**src/hdl/snfs_pkg.sv**
```systemverilog
// snfs_pkg: shared constants, opcodes and result type of the spi nor flash sequencer
// used by the channel interfaces and by spi_nor_flash_sequencer; depends on nothing
package snfs_pkg;

  localparam int SECTOR_BYTES_DEF = 4096;
  localparam int PAGE_BYTES_DEF   = 256;
  localparam int ADDRESS_BITS_DEF = 24;

  localparam int ACT_W     = 3;
  localparam int ADDR_W    = 24;
  localparam int LEN_W     = 25;
  localparam int BYTE_W    = 8;
  localparam int MAX_RES   = 7;
  localparam int RES_CNT_W = $clog2(MAX_RES + 1);

  // host actions
  localparam logic [ACT_W-1:0] ACT_READ  = 3'd0;
  localparam logic [ACT_W-1:0] ACT_ERASE = 3'd1;
  localparam logic [ACT_W-1:0] ACT_PROG  = 3'd2;
  localparam logic [ACT_W-1:0] ACT_DATA  = 3'd3;
  localparam logic [ACT_W-1:0] ACT_REPLY = 3'd4;

  // flash opcodes
  localparam logic [BYTE_W-1:0] OP_WREN  = 8'h06;
  localparam logic [BYTE_W-1:0] OP_RDSR  = 8'h05;
  localparam logic [BYTE_W-1:0] OP_READ  = 8'h03;
  localparam logic [BYTE_W-1:0] OP_PP    = 8'h02;
  localparam logic [BYTE_W-1:0] OP_SE    = 8'h20;
  localparam logic [BYTE_W-1:0] DUMMY    = 8'hFF;
  localparam int                BUSY_BIT = 0;

  typedef struct packed {
    logic              bus_valid;
    logic [BYTE_W-1:0] mosi_byte;
    logic              frame_end;
    logic              want_reply;
    logic              read_valid;
    logic [BYTE_W-1:0] read_data;
    logic              data_ready;
    logic              done_res;
    logic              last;
  } res_t;

  function automatic res_t mk_byte(logic [BYTE_W-1:0] b, logic fe, logic wr, logic dr);
    res_t r;
    r            = '0;
    r.bus_valid  = 1'b1;
    r.mosi_byte  = b;
    r.frame_end  = fe;
    r.want_reply = wr;
    r.data_ready = dr;
    return r;
  endfunction

  function automatic res_t mk_read(logic [BYTE_W-1:0] d, logic dn);
    res_t r;
    r            = '0;
    r.read_valid = 1'b1;
    r.read_data  = d;
    r.done_res   = dn;
    return r;
  endfunction

  function automatic res_t mk_done();
    res_t r;
    r          = '0;
    r.done_res = 1'b1;
    return r;
  endfunction

endpackage

```
**src/hdl/snfs_in_if.sv**
```systemverilog
// snfs_in_if: request channel of the spi nor flash sequencer
// valid/ready handshake with the request fields; depends on snfs_pkg
interface snfs_in_if import snfs_pkg::*; ();
  logic              valid;
  logic              ready;
  logic [ACT_W-1:0]  action;
  logic [ADDR_W-1:0] address;
  logic [LEN_W-1:0]  length;
  logic [BYTE_W-1:0] data_byte;

  modport source (output valid, action, address, length, data_byte, input ready);
  modport sink   (input valid, action, address, length, data_byte, output ready);
endinterface

```
**src/hdl/snfs_out_if.sv**
```systemverilog
// snfs_out_if: result channel of the spi nor flash sequencer
// valid/ready handshake with the per-byte result fields; depends on snfs_pkg
interface snfs_out_if import snfs_pkg::*; ();
  logic              valid;
  logic              ready;
  logic              bus_valid;
  logic [BYTE_W-1:0] mosi_byte;
  logic              frame_end;
  logic              want_reply;
  logic              read_valid;
  logic [BYTE_W-1:0] read_data;
  logic              data_ready;
  logic              done_res;
  logic              last;

  modport source (output valid, bus_valid, mosi_byte, frame_end, want_reply, read_valid,
                  read_data, data_ready, done_res, last, input ready);
  modport sink   (input valid, bus_valid, mosi_byte, frame_end, want_reply, read_valid,
                  read_data, data_ready, done_res, last, output ready);
endinterface

```
**src/hdl/spi_nor_flash_sequencer.sv**
```systemverilog
// spi_nor_flash_sequencer: turns read, erase and program requests into spi nor byte frames
// depends on snfs_pkg, snfs_in_if and snfs_out_if

// Each accepted transaction (a start request, a program data byte or a byte received
// from the flash) is registered, then expanded into its list of up to seven result
// transactions, which the result buffer hands out one per cycle while out_ch.ready is
// high. The result count is seven for a sector erase step, five for a read or page
// chunk start and one to three otherwise; the next transaction is taken in the cycle
// its predecessor's last result leaves. Ignored transactions (busy block, data or
// reply not expected, undefined action) produce no results. Erase walks sectors of
// SECTOR_BYTES, program splits at PAGE_BYTES boundaries, both powers of two; addresses
// wrap within ADDRESS_BITS.
module spi_nor_flash_sequencer
  import snfs_pkg::*;
#(
  parameter int SECTOR_BYTES = SECTOR_BYTES_DEF,
  parameter int PAGE_BYTES   = PAGE_BYTES_DEF,
  parameter int ADDRESS_BITS = ADDRESS_BITS_DEF
) (
  input  logic       clk,
  input  logic       rst_n,
  snfs_in_if.sink    in_ch,
  snfs_out_if.source out_ch
);

  localparam int CL_W = $clog2(PAGE_BYTES + 1);
  localparam int PG_W = $clog2(PAGE_BYTES);

  typedef enum logic [2:0] {PH_IDLE, PH_READ, PH_EPOLL, PH_PDATA, PH_PPOLL} phase_t;
  typedef enum logic [3:0] {
    EM_NONE, EM_DONE, EM_RSTART, EM_ERASE, EM_CHUNK, EM_DATA, EM_POLL, EM_RMORE, EM_RLAST
  } emit_t;

  typedef struct packed {
    logic [ACT_W-1:0]  action;
    logic [ADDR_W-1:0] address;
    logic [LEN_W-1:0]  length;
    logic [BYTE_W-1:0] data_byte;
  } item_t;

  item_t                   item_r;
  logic                    item_vld_r;
  res_t                    res_r [MAX_RES];
  logic [RES_CNT_W-1:0]    res_cnt_r;
  phase_t                  phase_r, phase_nxt;
  logic [ADDRESS_BITS-1:0] cur_r, cur_nxt;
  logic [LEN_W-1:0]        rem_r, rem_nxt;
  logic [CL_W-1:0]         chunk_left_r, chunk_left_nxt;

  res_t                    lst [MAX_RES];
  logic [RES_CNT_W-1:0]    n_res;
  emit_t                   emit;
  logic                    load;
  logic                    in_hs, out_hs;

  logic [ADDRESS_BITS-1:0] addr_in;
  logic [LEN_W-1:0]        sec_off;
  logic [LEN_W:0]          span;
  logic [LEN_W-1:0]        span_sat;
  logic [ADDRESS_BITS-1:0] erase_base, sector_next, erase_addr, chunk_addr;
  logic [LEN_W-1:0]        chunk_rem;
  logic [CL_W-1:0]         room, chunk;
  logic [CL_W-1:0]         cl_dec;
  logic [ADDR_W-1:0]       ea, ca, ra;
  logic                    busy_bit;

  assign in_hs  = in_ch.valid && in_ch.ready;
  assign out_hs = out_ch.valid && out_ch.ready;
  assign load   = item_vld_r &&
                  ((res_cnt_r == '0) || ((res_cnt_r == RES_CNT_W'(1)) && out_ch.ready));
  assign in_ch.ready = !item_vld_r || load;

  // address arithmetic shared by the start and continuation paths
  assign addr_in     = item_r.address[ADDRESS_BITS-1:0];
  assign sec_off     = LEN_W'(addr_in) & LEN_W'(SECTOR_BYTES - 1);
  assign span        = {1'b0, sec_off} + {1'b0, item_r.length};
  assign span_sat    = span[LEN_W] ? '1 : span[LEN_W-1:0];
  assign erase_base  = addr_in & ~ADDRESS_BITS'(SECTOR_BYTES - 1);
  assign sector_next = cur_r + ADDRESS_BITS'(SECTOR_BYTES);
  assign busy_bit    = item_r.data_byte[BUSY_BIT];
  assign cl_dec      = (chunk_left_r != '0) ? chunk_left_r - CL_W'(1) : '0;

  // page chunk: start request uses the request fields, later chunks the running state
  always_comb begin
    if (phase_r == PH_IDLE) begin
      chunk_addr = addr_in;
      chunk_rem  = item_r.length;
    end else begin
      chunk_addr = cur_r;
      chunk_rem  = rem_r;
    end
    room  = CL_W'(PAGE_BYTES) - CL_W'(chunk_addr[PG_W-1:0]);
    chunk = (chunk_rem < LEN_W'(room)) ? chunk_rem[CL_W-1:0] : room;
  end

  // decide what the registered transaction does
  always_comb begin
    emit           = EM_NONE;
    phase_nxt      = phase_r;
    cur_nxt        = cur_r;
    rem_nxt        = rem_r;
    chunk_left_nxt = chunk_left_r;
    erase_addr     = erase_base;
    case (item_r.action)
      ACT_READ, ACT_ERASE, ACT_PROG: begin
        if (phase_r == PH_IDLE) begin
          if (item_r.length == '0) begin
            emit = EM_DONE;
          end else if (item_r.action == ACT_READ) begin
            emit      = EM_RSTART;
            cur_nxt   = addr_in;
            rem_nxt   = item_r.length - LEN_W'(1);
            phase_nxt = PH_READ;
          end else if (item_r.action == ACT_ERASE) begin
            emit      = EM_ERASE;
            cur_nxt   = erase_base;
            rem_nxt   = span_sat;
            phase_nxt = PH_EPOLL;
          end else begin
            emit           = EM_CHUNK;
            cur_nxt        = addr_in;
            rem_nxt        = item_r.length - LEN_W'(chunk);
            chunk_left_nxt = chunk;
            phase_nxt      = PH_PDATA;
          end
        end
      end
      ACT_DATA: begin
        if (phase_r == PH_PDATA) begin
          emit           = EM_DATA;
          chunk_left_nxt = cl_dec;
          cur_nxt        = cur_r + ADDRESS_BITS'(1);
          if (cl_dec == '0) phase_nxt = PH_PPOLL;
        end
      end
      ACT_REPLY: begin
        case (phase_r)
          PH_READ: begin
            if (rem_r != '0) begin
              emit    = EM_RMORE;
              rem_nxt = rem_r - LEN_W'(1);
            end else begin
              emit      = EM_RLAST;
              phase_nxt = PH_IDLE;
            end
          end
          PH_EPOLL: begin
            if (busy_bit) begin
              emit = EM_POLL;
            end else if (rem_r > LEN_W'(SECTOR_BYTES)) begin
              emit       = EM_ERASE;
              erase_addr = sector_next;
              rem_nxt    = rem_r - LEN_W'(SECTOR_BYTES);
              cur_nxt    = sector_next;
            end else begin
              emit      = EM_DONE;
              rem_nxt   = '0;
              phase_nxt = PH_IDLE;
            end
          end
          PH_PPOLL: begin
            if (busy_bit) begin
              emit = EM_POLL;
            end else if (rem_r != '0) begin
              emit           = EM_CHUNK;
              rem_nxt        = rem_r - LEN_W'(chunk);
              chunk_left_nxt = chunk;
              phase_nxt      = PH_PDATA;
            end else begin
              emit      = EM_DONE;
              phase_nxt = PH_IDLE;
            end
          end
          default: ;
        endcase
      end
      default: ;
    endcase
  end

  // expand into the result list
  assign ea = ADDR_W'(erase_addr);
  assign ca = ADDR_W'(chunk_addr);
  assign ra = ADDR_W'(addr_in);

  always_comb begin
    for (int i = 0; i < MAX_RES; i++) lst[i] = '0;
    n_res = '0;
    case (emit)
      EM_DONE: begin
        lst[0] = mk_done();
        n_res  = RES_CNT_W'(1);
      end
      EM_RSTART: begin
        lst[0] = mk_byte(OP_READ, 1'b0, 1'b0, 1'b0);
        lst[1] = mk_byte(ra[23:16], 1'b0, 1'b0, 1'b0);
        lst[2] = mk_byte(ra[15:8], 1'b0, 1'b0, 1'b0);
        lst[3] = mk_byte(ra[7:0], 1'b0, 1'b0, 1'b0);
        lst[4] = mk_byte(DUMMY, item_r.length == LEN_W'(1), 1'b1, 1'b0);
        n_res  = RES_CNT_W'(5);
      end
      EM_ERASE: begin
        lst[0] = mk_byte(OP_WREN, 1'b1, 1'b0, 1'b0);
        lst[1] = mk_byte(OP_SE, 1'b0, 1'b0, 1'b0);
        lst[2] = mk_byte(ea[23:16], 1'b0, 1'b0, 1'b0);
        lst[3] = mk_byte(ea[15:8], 1'b0, 1'b0, 1'b0);
        lst[4] = mk_byte(ea[7:0], 1'b1, 1'b0, 1'b0);
        lst[5] = mk_byte(OP_RDSR, 1'b0, 1'b0, 1'b0);
        lst[6] = mk_byte(DUMMY, 1'b1, 1'b1, 1'b0);
        n_res  = RES_CNT_W'(7);
      end
      EM_CHUNK: begin
        lst[0] = mk_byte(OP_WREN, 1'b1, 1'b0, 1'b0);
        lst[1] = mk_byte(OP_PP, 1'b0, 1'b0, 1'b0);
        lst[2] = mk_byte(ca[23:16], 1'b0, 1'b0, 1'b0);
        lst[3] = mk_byte(ca[15:8], 1'b0, 1'b0, 1'b0);
        lst[4] = mk_byte(ca[7:0], 1'b0, 1'b0, 1'b1);
        n_res  = RES_CNT_W'(5);
      end
      EM_DATA: begin
        lst[0] = mk_byte(item_r.data_byte, cl_dec == '0, 1'b0, cl_dec != '0);
        if (cl_dec == '0) begin
          lst[1] = mk_byte(OP_RDSR, 1'b0, 1'b0, 1'b0);
          lst[2] = mk_byte(DUMMY, 1'b1, 1'b1, 1'b0);
          n_res  = RES_CNT_W'(3);
        end else begin
          n_res  = RES_CNT_W'(1);
        end
      end
      EM_POLL: begin
        lst[0] = mk_byte(OP_RDSR, 1'b0, 1'b0, 1'b0);
        lst[1] = mk_byte(DUMMY, 1'b1, 1'b1, 1'b0);
        n_res  = RES_CNT_W'(2);
      end
      EM_RMORE: begin
        lst[0] = mk_read(item_r.data_byte, 1'b0);
        lst[1] = mk_byte(DUMMY, rem_r == LEN_W'(1), 1'b1, 1'b0);
        n_res  = RES_CNT_W'(2);
      end
      EM_RLAST: begin
        lst[0] = mk_read(item_r.data_byte, 1'b1);
        n_res  = RES_CNT_W'(1);
      end
      default: ;
    endcase
    for (int i = 0; i < MAX_RES; i++) begin
      if (n_res == RES_CNT_W'(i + 1)) lst[i].last = 1'b1;
    end
  end

  always_ff @(posedge clk) begin
    if (!rst_n) begin
      item_vld_r   <= 1'b0;
      res_cnt_r    <= '0;
      phase_r      <= PH_IDLE;
      cur_r        <= '0;
      rem_r        <= '0;
      chunk_left_r <= '0;
    end else begin
      if (in_hs) begin
        item_vld_r <= 1'b1;
        item_r     <= '{action: in_ch.action, address: in_ch.address,
                        length: in_ch.length, data_byte: in_ch.data_byte};
      end else if (load) begin
        item_vld_r <= 1'b0;
      end
      if (load) begin
        res_r        <= lst;
        res_cnt_r    <= n_res;
        phase_r      <= phase_nxt;
        cur_r        <= cur_nxt;
        rem_r        <= rem_nxt;
        chunk_left_r <= chunk_left_nxt;
      end else if (out_hs) begin
        // result buffer drains from the head
        for (int i = 0; i < MAX_RES - 1; i++) res_r[i] <= res_r[i+1];
        res_r[MAX_RES-1] <= '0;
        res_cnt_r        <= res_cnt_r - RES_CNT_W'(1);
      end
    end
  end

  assign out_ch.valid      = (res_cnt_r != '0);
  assign out_ch.bus_valid  = res_r[0].bus_valid;
  assign out_ch.mosi_byte  = res_r[0].mosi_byte;
  assign out_ch.frame_end  = res_r[0].frame_end;
  assign out_ch.want_reply = res_r[0].want_reply;
  assign out_ch.read_valid = res_r[0].read_valid;
  assign out_ch.read_data  = res_r[0].read_data;
  assign out_ch.data_ready = res_r[0].data_ready;
  assign out_ch.done_res   = res_r[0].done_res;
  assign out_ch.last       = res_r[0].last;

  // the head carries last exactly when it is the final result of its transaction
  a_last_at_tail: assert property (@(posedge clk) disable iff (!rst_n)
    out_ch.valid |-> (out_ch.last == (res_cnt_r == RES_CNT_W'(1))))
    else $error("last flag does not match result buffer fill");

  // a page chunk in its data phase always expects at least one more byte
  a_chunk_nonzero: assert property (@(posedge clk) disable iff (!rst_n)
    (phase_r == PH_PDATA) |-> (chunk_left_r != '0))
    else $error("program data phase with empty chunk");

  // a stalled result buffer neither drains nor reloads
  a_stall_holds: assert property (@(posedge clk) disable iff (!rst_n)
    (out_ch.valid && !out_ch.ready) |=> $stable(res_cnt_r))
    else $error("result buffer changed while stalled");

  // state advances only together with a new result list
  a_state_on_load: assert property (@(posedge clk) disable iff (!rst_n)
    !load |=> $stable(phase_r))
    else $error("phase changed without a transaction");

endmodule
```
**src/flat_wrapper.sv**
```systemverilog
// flat-port wrapper written by rule: the top's interface ports become plain ports
module spi_nor_flash_sequencer_flat import snfs_pkg::*;
#(
  parameter int SECTOR_BYTES = SECTOR_BYTES_DEF,
  parameter int PAGE_BYTES   = PAGE_BYTES_DEF,
  parameter int ADDRESS_BITS = ADDRESS_BITS_DEF
)
  (clk, rst_n, in_ch_valid, in_ch_action, in_ch_address, in_ch_length, in_ch_data_byte, in_ch_ready, out_ch_valid, out_ch_bus_valid, out_ch_mosi_byte, out_ch_frame_end, out_ch_want_reply, out_ch_read_valid, out_ch_read_data, out_ch_data_ready, out_ch_done_res, out_ch_last, out_ch_ready);
  snfs_in_if in_ch_i ();
  snfs_out_if out_ch_i ();
  input  logic clk;
  input  logic rst_n;
  input wire logic [$bits(in_ch_i.valid)-1:0] in_ch_valid;
  input wire logic [$bits(in_ch_i.action)-1:0] in_ch_action;
  input wire logic [$bits(in_ch_i.address)-1:0] in_ch_address;
  input wire logic [$bits(in_ch_i.length)-1:0] in_ch_length;
  input wire logic [$bits(in_ch_i.data_byte)-1:0] in_ch_data_byte;
  output wire logic [$bits(in_ch_i.ready)-1:0] in_ch_ready;
  output wire logic [$bits(out_ch_i.valid)-1:0] out_ch_valid;
  output wire logic [$bits(out_ch_i.bus_valid)-1:0] out_ch_bus_valid;
  output wire logic [$bits(out_ch_i.mosi_byte)-1:0] out_ch_mosi_byte;
  output wire logic [$bits(out_ch_i.frame_end)-1:0] out_ch_frame_end;
  output wire logic [$bits(out_ch_i.want_reply)-1:0] out_ch_want_reply;
  output wire logic [$bits(out_ch_i.read_valid)-1:0] out_ch_read_valid;
  output wire logic [$bits(out_ch_i.read_data)-1:0] out_ch_read_data;
  output wire logic [$bits(out_ch_i.data_ready)-1:0] out_ch_data_ready;
  output wire logic [$bits(out_ch_i.done_res)-1:0] out_ch_done_res;
  output wire logic [$bits(out_ch_i.last)-1:0] out_ch_last;
  input wire logic [$bits(out_ch_i.ready)-1:0] out_ch_ready;
  assign in_ch_i.valid = in_ch_valid;
  assign in_ch_i.action = in_ch_action;
  assign in_ch_i.address = in_ch_address;
  assign in_ch_i.length = in_ch_length;
  assign in_ch_i.data_byte = in_ch_data_byte;
  assign in_ch_ready = in_ch_i.ready;
  assign out_ch_valid = out_ch_i.valid;
  assign out_ch_bus_valid = out_ch_i.bus_valid;
  assign out_ch_mosi_byte = out_ch_i.mosi_byte;
  assign out_ch_frame_end = out_ch_i.frame_end;
  assign out_ch_want_reply = out_ch_i.want_reply;
  assign out_ch_read_valid = out_ch_i.read_valid;
  assign out_ch_read_data = out_ch_i.read_data;
  assign out_ch_data_ready = out_ch_i.data_ready;
  assign out_ch_done_res = out_ch_i.done_res;
  assign out_ch_last = out_ch_i.last;
  assign out_ch_i.ready = out_ch_ready;
  spi_nor_flash_sequencer #(.SECTOR_BYTES(SECTOR_BYTES), .PAGE_BYTES(PAGE_BYTES), .ADDRESS_BITS(ADDRESS_BITS)) u_core (.clk(clk), .rst_n(rst_n), .in_ch(in_ch_i), .out_ch(out_ch_i));
endmodule
```
**config.mk**
```make
export PLATFORM = sky130hd
export DESIGN_NAME = spi_nor_flash_sequencer_flat
export DESIGN_NICKNAME = d
export VERILOG_FILES = /design/src/hdl/snfs_pkg.sv /design/src/hdl/snfs_in_if.sv /design/src/hdl/snfs_out_if.sv /design/src/hdl/spi_nor_flash_sequencer.sv /design/src/flat_wrapper.sv
export SDC_FILE = /design/constraint.sdc
export NUM_CORES = 1
export LEC_CHECK = 0
export ABC_AREA = 1
export BUFFER_PORTS_ARGS = -buffer_cell sky130_fd_sc_hd__buf_2
export CORE_MARGIN = 2
export CORE_UTILIZATION = 40
export CTS_CLUSTER_DIAMETER = 40
export DETAILED_ROUTE_END_ITERATION = 10
export HOLD_SLACK_MARGIN = 0.15
export SLEW_MARGIN = 20
export SYNTH_ARGS = -nofsm -noshare
export SYNTH_HDL_FRONTEND = slang
export SYNTH_SLANG_ARGS = --single-unit
```
**constraint.sdc**
```tcl
create_clock -name clk -period 13.23 [get_ports clk]
set_input_delay 2.646 -clock clk [delete_from_list [all_inputs] [get_ports clk]]
set_output_delay 2.646 -clock clk [all_outputs]
set_load 0.1 [all_outputs]
```
==> results.sh <==
export IMPL_postCtsSetupBuffers=0
export IMPL_synth_cell_type_count=62
export IMPL_gr_total_overflow=0
export IMPL_skew_ns=0.0272
export IMPL_power_density_nw_per_um2=208
export IMPL_synth_top_area_share=0.265
export IMPL_grt_max_degree=69
export IMPL_grt_pass1_vias=15290
export IMPL_ys_ff_latch=205
export IMPL_cts_tree="done"
export IMPL_crit_required_ns=10.58
export IMPL_worstSetupEndpointType="output pin"
export IMPL_setup_violations=0
export IMPL_synth_top_area_cell="edfxtp_1"
export IMPL_worstSetupPathType="in -> out"
export IMPL_fin_setup_tns_ns=0
export IMPL_reg2regPathDepth=31
export IMPL_synth_edff_count=140
export IMPL_p_leak_uw=0.00787
export IMPL_viasPerCell=5.51
export IMPL_numCtsBuffers=44
export IMPL_max_cap_viol_count=0
export IMPL_ant_nets=0
export IMPL_layout_commonest_cell="nand2_1"
export IMPL_synth_fp_nets=2383
export IMPL_diodes=0
export IMPL_synth_main_ff_cell="edfxtp_1"
export IMPL_yosysSeqAreaShare=0.346
export IMPL_cts_repair_resized=0
export IMPL_syn_to_final_growth_pct=13.8
export IMPL_num_vias=15928
export IMPL_nFillCells=4165
export IMPL_clock_path_buffers=3
export IMPL_dr_pass1_iters=6
export IMPL_slew_headroom=0.276
export IMPL_finalWorstSetupSlack_ns=7.13
export IMPL_post_drt_wl_per_cell_um=18.6
export IMPL_p_int_uw=2030
export IMPL_io_pins=89
export IMPL_p_sw_uw=1730
export IMPL_syn_area_per_cell_um2=7.02
export IMPL_fin_crit_sh=0.461
export IMPL_dp_hpwl_um=39800
export IMPL_synth_area_leaders="edfxtp_1 26%, nand2_1 14%, dfxtp_1 8.2%, o21ai_0 6.5%, inv_1 5.4%"
export IMPL_insertion_delay_ns=0.58
export IMPL_cts_htree_levels=2
export IMPL_tightest_slew_ns=1.09
export IMPL_fin_crit_ns=6.10
export IMPL_async_flop_share=0
export IMPL_hold_viol_final=0
export IMPL_preCtsSetupSlack_ns=7.13
export IMPL_wirelength_um=53800
export IMPL_floorplan_initialDensity=0.403
export IMPL_start_kind="input pin"
export IMPL_drtIter0Drc=1518
export IMPL_hold_buffers=0
export IMPL_min_path_type="reg -> reg"
export IMPL_portBuffers=88
export IMPL_placed_area_um2=16600
export IMPL_antenna_found_initial=0
export IMPL_seqPwrFrac=0.251
export IMPL_status="finished clean"
export IMPL_syn_inst=2264
export IMPL_layout_common_cells="591 x nand2_1, 229 x inv_1, 206 x o21ai_0, 200 x nor2_1, 156 x a21oi_1"
export IMPL_final_layout_size_suffix_gt1_frac=0.124
export IMPL_netlist_area_um2=15900
export IMPL_die_x_um=203
export IMPL_grtUsageTotal=0.264
export IMPL_final_nets=2447
export IMPL_gp_congestion=0.939
export IMPL_vdd_ir_drop_max_mv=0.160
export IMPL_cp_arrival_ns=3.46
export IMPL_hold_depth=2
export IMPL_core_area_um2=39500
export IMPL_p_comb_frac=0.459
export IMPL_cp_max_fo=3
export IMPL_pwr_share_clk=0.289
export IMPL_dieArea_um2=41300
export IMPL_utilization=0.458
export IMPL_drc=0
export IMPL_clk_pin_slew_ns=0.05
export IMPL_cts_sinks=205
export IMPL_num_rows=73
export IMPL_die_height_um=203
export IMPL_grt_pass1_wl_um=84700
export IMPL_ys_warnings_count=0
export IMPL_slew_violations=0
export IMPL_rsz0062_at_grt="false"
export IMPL_swShare=0.459
export IMPL_cts_root_buf="clkbuf_16"
export IMPL_stdcell_area_um2=18100
export IMPL_max_freq_mhz=164
## metal layers
metal / share of wire / global-route usage
met1: 0.44 / 0.360
met3: 0.084 / 0.0499
met2: 0.43 / 0.408
met4: 0.039 / 0.113
met5: 0 / 0
## cell families (layout without fill, tap and decap cells)
family,Yosys count,in the layout,synth area share
compound gates,496,496,0.171
xor+xnor,66,66,0.0364
fa+ha+maj,55,55,0.0447
buf+inv,336,436,0.0911
flops,205,205,0.346
mux,1,1,0.000630
simple gates,1105,1105,0.310
## cell type report
| type | instances | area (um2) | share of cell area |
|---|---|---|---|
| tap | 525 | 657 | 0.0363 |
| sequential | 205 | 5510 | 0.304 |
| inverter | 255 | 963 | 0.0533 |
| clock buffer | 50 | 1140 | 0.0633 |
| timing repair buffer | 99 | 523 | 0.0289 |
| clock inverter | 32 | 328 | 0.0181 |
| multi-input combinational | 1723 | 8960 | 0.496 |
## path summary, 6_finish.rpt
path	end	start	slack [ns]
max	in_ch_ready	out_ch_ready	7.13
min reg2reg	u_core.res_cnt_r[1]	u_core.res_cnt_r[1]	0.46
min	u_core.res_cnt_r[1]	u_core.res_cnt_r[1]	0.46
max reg2reg	u_core.rem_r[24]	u_core.phase_r[2]	7.15
## worst max-delay path, stage by stage
cell and delay, ns:
buf_2 0.10, nand3_1 0.07, nand2_1 0.06, inv_1 0.07, nand2_1 0.09, buf_2 0.43
## registers in the layout (all words and copies together), names as in the netlist, 3 cells and up
name	flops
u_core.phase_r	3
u_core.item_r	35
u_core.out_ch.mosi_byte	8
u_core.res_cnt_r	3
u_core.chunk_left_r	9
u_core.res_r	57
u_core.cur_r	24
u_core.rem_r	25
u_core.addr_in	24
u_core.out_ch.read_data	8
## metrics by stage
| step | hold WS (ns) | std cells | power, uW |
|---|---|---|---|
| 6_report | 0.464 | 2889 | 3760 |
| 5_1_grt | 0.498 | 2889 | 4020 |
| 4_1_cts | 0.465 | 2889 | 3750 |
| 3_5_place_dp | 0.456 | 2807 | 2650 |
| 3_3_place_gp | 0.458 | 2807 | 2630 |
| 2_1_floorplan | 0.444 | 2264 | 2250 |
## Yosys cell counts, drive strengths merged, types with 14 or more instances
master and n:
a21oi 159, buf 49, clkbuf 32, dfxtp 65, edfxtp 140, ha 52
inv 253, nand2 615, nand3 150, nand4 37, nor2 232, nor3 46
o211ai 29, o21ai 255, o22ai 14, xnor2 15, xor2 51
## power by group through the flow
stage | clock network, uW | registers [uW] | logic [uW]
3_3_place_gp | 0 | 952 | 1680
2_1_floorplan | 0 | 961 | 1290
5_1_grt | 1140 | 957 | 1930
3_5_place_dp | 0 | 953 | 1700
4_1_cts | 1110 | 942 | 1710
6_report | 1090 | 944 | 1730
(Power assumes the default switching activity.)
